===== src/sv/psc_pkg.sv =====
`default_nettype none

package psc_pkg;

  localparam int unsigned DEF_COORD_BITS = 32;
  localparam int unsigned DEF_FRAC_BITS  = 16;
  localparam int unsigned DEF_COUNT_BITS = 16;

  localparam int unsigned CMD_BITS     = 3;
  localparam int unsigned CFG_IDX_BITS = 3;
  localparam int unsigned MAXSEG_BITS  = 16;
  localparam int unsigned FIFO_DEPTH   = 4;

  localparam logic [MAXSEG_BITS-1:0] MAXSEG_RESET = '1;

  typedef enum logic [CMD_BITS-1:0] {
    CMD_BEGIN = 3'd0,
    CMD_MOVE  = 3'd1,
    CMD_LINE  = 3'd2,
    CMD_CURVE = 3'd3,
    CMD_CLOSE = 3'd4,
    CMD_RECT  = 3'd5
  } cmd_e;

  typedef enum logic [1:0] {
    ORIENT_HORIZ   = 2'd0,
    ORIENT_VERT    = 2'd1,
    ORIENT_NEITHER = 2'd2
  } orient_e;

  localparam logic [CFG_IDX_BITS-1:0] REG_MAT_A    = 3'd0;
  localparam logic [CFG_IDX_BITS-1:0] REG_MAT_B    = 3'd1;
  localparam logic [CFG_IDX_BITS-1:0] REG_MAT_C    = 3'd2;
  localparam logic [CFG_IDX_BITS-1:0] REG_MAT_D    = 3'd3;
  localparam logic [CFG_IDX_BITS-1:0] REG_MAT_E    = 3'd4;
  localparam logic [CFG_IDX_BITS-1:0] REG_MAT_F    = 3'd5;
  localparam logic [CFG_IDX_BITS-1:0] REG_SNAP_TOL = 3'd6;
  localparam logic [CFG_IDX_BITS-1:0] REG_MAX_SEG  = 3'd7;

  // Queue status seen by both the producer and the consumer side.
  typedef struct packed {
    logic room;
    logic nempty;
  } fifo_st_t;

endpackage

`default_nettype wire


===== src/sv/psc_fifo.sv =====
`default_nettype none

module psc_fifo #(
  parameter int unsigned DATA_BITS = 145
) (
  input  wire logic                 clk_i,
  input  wire logic                 rst_ni,
  input  wire logic                 push_i,
  input  wire logic [DATA_BITS-1:0] push_data_i,
  input  wire logic                 pop_i,
  output logic [DATA_BITS-1:0]      head_o,
  output psc_pkg::fifo_st_t         st_o
);
  import psc_pkg::*;

  localparam int unsigned AW = $clog2(FIFO_DEPTH);

  logic [DATA_BITS-1:0] mem_q [FIFO_DEPTH];
  logic [AW-1:0]        wr_ptr_q, wr_ptr_d;
  logic [AW-1:0]        rd_ptr_q, rd_ptr_d;
  logic [AW:0]          cnt_q, cnt_d;

  always_comb begin
    wr_ptr_d = wr_ptr_q;
    rd_ptr_d = rd_ptr_q;
    cnt_d    = cnt_q;
    if (push_i) begin
      wr_ptr_d = wr_ptr_q + AW'(1);
    end
    if (pop_i) begin
      rd_ptr_d = rd_ptr_q + AW'(1);
    end
    if (push_i && !pop_i) begin
      cnt_d = cnt_q + (AW+1)'(1);
    end else if (pop_i && !push_i) begin
      cnt_d = cnt_q - (AW+1)'(1);
    end
  end

  always_ff @(posedge clk_i or negedge rst_ni) begin
    if (!rst_ni) begin
      wr_ptr_q <= '0;
      rd_ptr_q <= '0;
      cnt_q    <= '0;
    end else begin
      wr_ptr_q <= wr_ptr_d;
      rd_ptr_q <= rd_ptr_d;
      cnt_q    <= cnt_d;
    end
  end

  always_ff @(posedge clk_i) begin
    if (push_i) begin
      mem_q[wr_ptr_q] <= push_data_i;
    end
  end

  assign head_o    = mem_q[rd_ptr_q];
  assign st_o.room   = (cnt_q != (AW+1)'(FIFO_DEPTH));
  assign st_o.nempty = (cnt_q != '0);

endmodule

`default_nettype wire


===== config.mk =====
export PLATFORM = sky130hd
export DESIGN_NAME = psc_fifo
export DESIGN_NICKNAME = d
export VERILOG_FILES = /design/src/sv/psc_pkg.sv /design/src/sv/psc_fifo.sv
export SDC_FILE = /design/constraint.sdc
export NUM_CORES = 1
export LEC_CHECK = 0
export BUFFER_PORTS_ARGS = -buffer_cell sky130_fd_sc_hd__buf_4
export CORE_UTILIZATION = 50
export DETAILED_ROUTE_END_ITERATION = 10
export GPL_TIMING_DRIVEN = 0
export PLACE_DENSITY = 0.72
export SYNTH_ARGS = -nofsm -noshare
export SYNTH_HDL_FRONTEND = slang
export SYNTH_SLANG_ARGS = --single-unit

===== constraint.sdc =====
create_clock -name clk_i -period 9 [get_ports clk_i]
set_clock_uncertainty 0.1 [all_clocks]
set_input_delay 1.8 -clock clk_i [delete_from_list [all_inputs] [get_ports clk_i]]
set_output_delay 1.8 -clock clk_i [all_outputs]
set_load 0.01 [all_outputs]

==> out/results.ini, run 1 <==
[logic_synthesis]
yosysSeqAreaShare = 0.821
synth_compound_area_frac = 0.000233
synth_area_leaders = edfxtp_1, mux4_2, buf_12
synthAdderAreaFrac = 0.00385
synth.cell_area_sq_um = 21400
yosysTopAreaCell = edfxtp_1
synth_top_family_by_area = multiplexers
syn_inst = 793
synth_xor_xnor_area_share = 0.00245
syn-num-nets = 948
synthDistinctLibCells = 19
syn_area_per_cell_sq_um = 27.0
synth_top_area_share = 0.812
yosys_warnings = 0
ys_ff_latch = 587
synthMuxAreaShare = 0.153
synth-simple-area-share = 0.00233

[grt]
grt_pass1_wl_microns = 60300
first_global_vias = 10101
grt_busiest_layer = met2
antenna_found_initial = 1
track_usage = 0.187
grt_util_met1 = 0.246
grt_max_degree = 52
met3_usage = 0.0460
grt_overflow = 0
grtUsageMet2 = 0.311

[critical_path]
end_kind = primary output
cp-start-kind = register
regToRegSetupSlack_ps = 6790
cp.required_ps = 7100
cp.arrival_ps = 2540
slowest_delay_ps = 640
path_class = register to primary output
crit_chain = clkbuf_1 > buf_2 > mux4_2 > buf_4
crit_family = buffers and inverters
path_max_fanout = 10
crit_slowest_cell = clkbuf_1
path_buf_inv = 3

[drt]
ant_nets = 0
wl_per_cell_microns = 23.3
firstDrtPassIters = 5
drtIter0Drc = 553
drc = 0
drt-total-wl_microns = 40500
num_vias = 9482
vias_per_cell = 5.46

[timing]
slew_headroom = 0.436
finalSetupTns_ps = 0
slew_violations = 0
setup_viol = 0
report.final.hold_viol_count = 0
final.period_utilization = 0.494
worst_slew_pin_slew_ps = 846
period_needed_ps = 4440
max_freq_mhz = 225
grt_setup_unrepaired = false

[placement]
gp_congestion = 0.724
dp.cells = 1639
port_buffers = 295
hpwl_microns = 25300

[clock_network]
hold_buffers = 0
cts_tree = built
ctsResizeCount = 0
htree_levels = 2
cts_root_buf = clkbuf_16
clock_latency_ps = 580
cts_setup_buffers = 0
clk_pin_slew_ps = 60
clockBufferDepth = 3
cts_sinks = 587
cts-buffers-inserted = 56

[power]
cellLeakagePower_nw = 9.00
power_mw = 8.65
p_per_area_nw_per_um2 = 329
peakVddDrop_v = 0.000207

[die]
initial_utilization = 0.509
fp.dieH_microns = 209
dieArea_sq_um = 43700
die_w_microns = 209
ioPinCount = 296
rows = 75
core-area_sq_um = 42100

[layout]
fill_cells = 2814
register_area_sq_um = 17600
layout-drive-gt1-share = 0.470
fin_cells = 1738
multi_input_area_sq_um = 3480
nNetsFinal = 1313
diodes = 0
final_cell_mix = edfxtp_1, buf_4, mux4_2
fin_util = 0.623
mostFrequentLayoutCell = edfxtp_1
syn2layout_area_growth_pct = 22.5

[flow_run]
maxCapViolCount = 0

[status]
status = completed

[worst_hold_path]
hold_class = register to register

==> cells in the mapped netlist <==
master	n
edfxtp_1	580
mux4_2	145
buf_2	15
buf_12	11
dfrtp_1	7
buf_6	5
ha_1	5
and2_1	4
inv_1	4
xor2_1	4
nand2_1	3
nor2_1	2
xnor2_1	2
buf_4	1
clkbuf_1	1
fa_1	1
mux2_2	1
o21ai_0	1
or3_1	1
==> metal layers <==
layer | up-vias | share of wire
li1 | 4171 | -
met1 | 4933 | 0.40
met2 | 319 | 0.51
met3 | 57 | 0.071
met4 | 2 | 0.019
met5 | - | 0.00030
==> state kept, by name, summed over array words and instances (netlist names) <==
name	flops
rd_ptr_q	2
wr_ptr_q	2
cnt_q	3
mem_q	580
==> power by group <==
| part | internal [mW] | total (mW) | switching, mW |
|---|---|---|---|
| Sequential | 3.57 | 3.67 | 0.102 |
| Clock | 1.21 | 2.15 | 0.940 |
| Combinational | 1.45 | 2.84 | 1.39 |
| Total | 6.22 | 8.65 | 2.43 |
==> worst paths after layout <==
kind | start | endpoint | depth (start not counted)
min reg2reg | cnt_q[2] | cnt_q[2] | 1
max | rd_ptr_q[1] | head_o[67] | 4
min in group asynchronous | rst_ni | rd_ptr_q[1] | 1
max reg2reg | wr_ptr_q[0] | mem_q[2][28] | 5
max in group asynchronous | rst_ni | wr_ptr_q[0] | 1
min | cnt_q[2] | cnt_q[2] | 1
==> through the flow <==
stage | cell area (sq um) | hold WS, ps | setup WS (ps)
floorplan | 21400 | 357 | 3270
global placement | 24300 | 375 | 365
detailed placement | 24600 | 387 | 5060
CTS | 26300 | 394 | 4400
global route | 26300 | 418 | 4400
finish | 26300 | 393 | 4560
==> logic make-up after synthesis <==
| logic type | count (synthesis) |
|---|---|
| flip-flops | 587 |
| multiplexers | 146 |
| buffers and inverters | 37 |
| AND/OR/NAND/NOR | 10 |
| XOR/XNOR | 6 |
| adder cells (fa/ha/maj) | 6 |
| AO/OA/AOI/OAI | 1 |
==> cell type report <==
type / instances / share of cell area
well taps: 539 / 0.0257
multi-input cells: 169 / 0.132
flip-flops and latches: 587 / 0.670
plain buffers: 33 / 0.0138
inverters: 4 / 0.000572
clock buffers: 67 / 0.0557
clock inverters: 32 / 0.00762
repair buffers: 307 / 0.0946
(Power assumes the default switching activity.)
==> inputs of run 2 (changes only) <==
==> constraint.sdc (replaced) <==
create_clock -name clk_i -period 4.1 [get_ports clk_i]
set_clock_uncertainty 0.1 [all_clocks]
set_input_delay 0.82 -clock clk_i [delete_from_list [all_inputs] [get_ports clk_i]]
set_output_delay 0.82 -clock clk_i [all_outputs]
set_load 0.01 [all_outputs]
==> run 2 against run 1 <==
Die area stayed put. Clock-buffer cell count is 5 higher. Largest power group unchanged. Critical path type unchanged. Utilization is 0.38 points higher.
==> out/results.ini, run 2 (same netlist as run 1, synthesis figures left out) <==
[layout]
fin_cells = 1748
syn2layout_area_growth_pct = 23.3
mostFrequentLayoutCell = edfxtp_1
fin_util = 0.627
regMostFlops = mem_q
largest_register_ffs = 580
final_cell_mix = edfxtp_1, buf_4, mux4_2
nNetsFinal = 1315
layout-drive-gt1-share = 0.469
top_regs = mem_q x580, cnt_q x3

[drt]
drt-total-wl_microns = 40600
drc = 0
num_vias = 9496
drtIter0Drc = 703
ant_nets = 0
firstDrtPassIters = 5
vias_per_cell = 5.43
wl_per_cell_microns = 23.2

[die]
initial_utilization = 0.509
fp.dieH_microns = 209
rows = 75
core-area_sq_um = 42100
die_w_microns = 209
dieArea_sq_um = 43700
ioPinCount = 296

[clock_network]
clk_pin_slew_ps = 60
htree_levels = 2
cts_tree = built
cts_root_buf = clkbuf_16
clockBufferDepth = 3
cts_sinks = 587
cts_setup_buffers = 0
cts-buffers-inserted = 57
ctsResizeCount = 0
clock_latency_ps = 580

[status]
status = completed

[power]
peakVddDrop_v = 0.000478
p_per_area_nw_per_um2 = 731
cellLeakagePower_nw = 9.07

[critical_path]
end_kind = primary output
path_max_fanout = 10
regToRegSetupSlack_ps = 1760
reg2reg_depth = 5
r2r-end = mem_q[1][95]
cp.arrival_ps = 2610
setup.worst_path.end = head_o[68]
path_class = register to primary output
cp-start-kind = register
worstReg2RegStart = wr_ptr_q[1]
cp.required_ps = 3180
cp-startpoint = rd_ptr_q[1]

[timing]
grt_setup_unrepaired = false
report.final.hold_viol_count = 0
slew_headroom = 0.372
worst_slew_pin_slew_ps = 943
final.period_utilization = 0.861
period_needed_ps = 3530
slew_violations = 0
hold_ws_ps = 307
setup_viol = 0
max_freq_mhz = 283

[grt]
grt_overflow = 0
grt_pass1_wl_microns = 61000
antenna_found_initial = 6
track_usage = 0.189
grt_max_degree = 51
first_global_vias = 10199

[placement]
dp.cells = 1639
port_buffers = 295
gp_congestion = 0.713
hpwl_microns = 25400

[worst_hold_path]
hold_class = input port to register

[flow_run]
maxCapViolCount = 0

## run 2: through the flow
| step | setup slack (ps) | power, mW | cell area (sq um) | TNS (ps) |
|---|---|---|---|---|
| 6_report | 571 | 19.3 | 26400 | 0 |
| 3_5_place_dp | 1080 | 14.6 | 24600 | 0 |
| 2_1_floorplan | 941 | 11.8 | 21400 | 0 |
| 4_1_cts | 420 | 19.7 | 26400 | 0 |
| 5_1_grt | 382 | 20.2 | 26400 | 0 |
| 3_3_place_gp | -678 | 14.5 | 24300 | -373910 |
## run 2: layer usage
metal | track usage | share of wire | up-vias
met5 | 0 | 0.0011 | -
met4 | 0.0619 | 0.022 | 6
met3 | 0.0503 | 0.068 | 65
met2 | 0.307 | 0.51 | 285
met1 | 0.251 | 0.40 | 4959
li1 | - | - | 4181
## run 2: worst min-delay path by stage
stage	to	slack, ps	cells past startpoint	from
global placement	cnt_q[2]	370	1	cnt_q[2]
detailed placement	cnt_q[2]	380	1	cnt_q[2]
finish	rd_ptr_q[0]	310	2	pop_i
global route	mem_q[2][99]	290	1	push_data_i[99]
CTS	rd_ptr_q[0]	270	2	pop_i
floorplan	cnt_q[2]	360	1	cnt_q[2]
## run 2: critical path, stage by stage (launching register included)
cell and delay [ps]:
dfrtp_1 330, clkbuf_1 700, buf_2 430, mux4_2 360, buf_4 160
## run 2: area by class of cell
cell class	count	area, sq um
Sequential cell	587	17600
Fill cell	2825	15700
Multi-Input combinational cell	169	3480
Timing Repair Buffer	308	2490
Clock buffer	72	1530
Tap cell	539	674
Buffer	33	363
Clock inverter	33	280
Inverter	4	15.0
Antenna cell	3	7.51
## run 2: repair_timing
item / in CTS / in global routing
hold buffers: 1 / 0
endpoints found under the hold margin: 7 / 0
endpoints found under the setup margin: 0 / 0
## run 2: power breakdown
group / internal (mW) / switching (mW)
Sequential: 7.83 / 0.224
Combinational: 3.18 / 3.06
Clock: 2.93 / 2.11
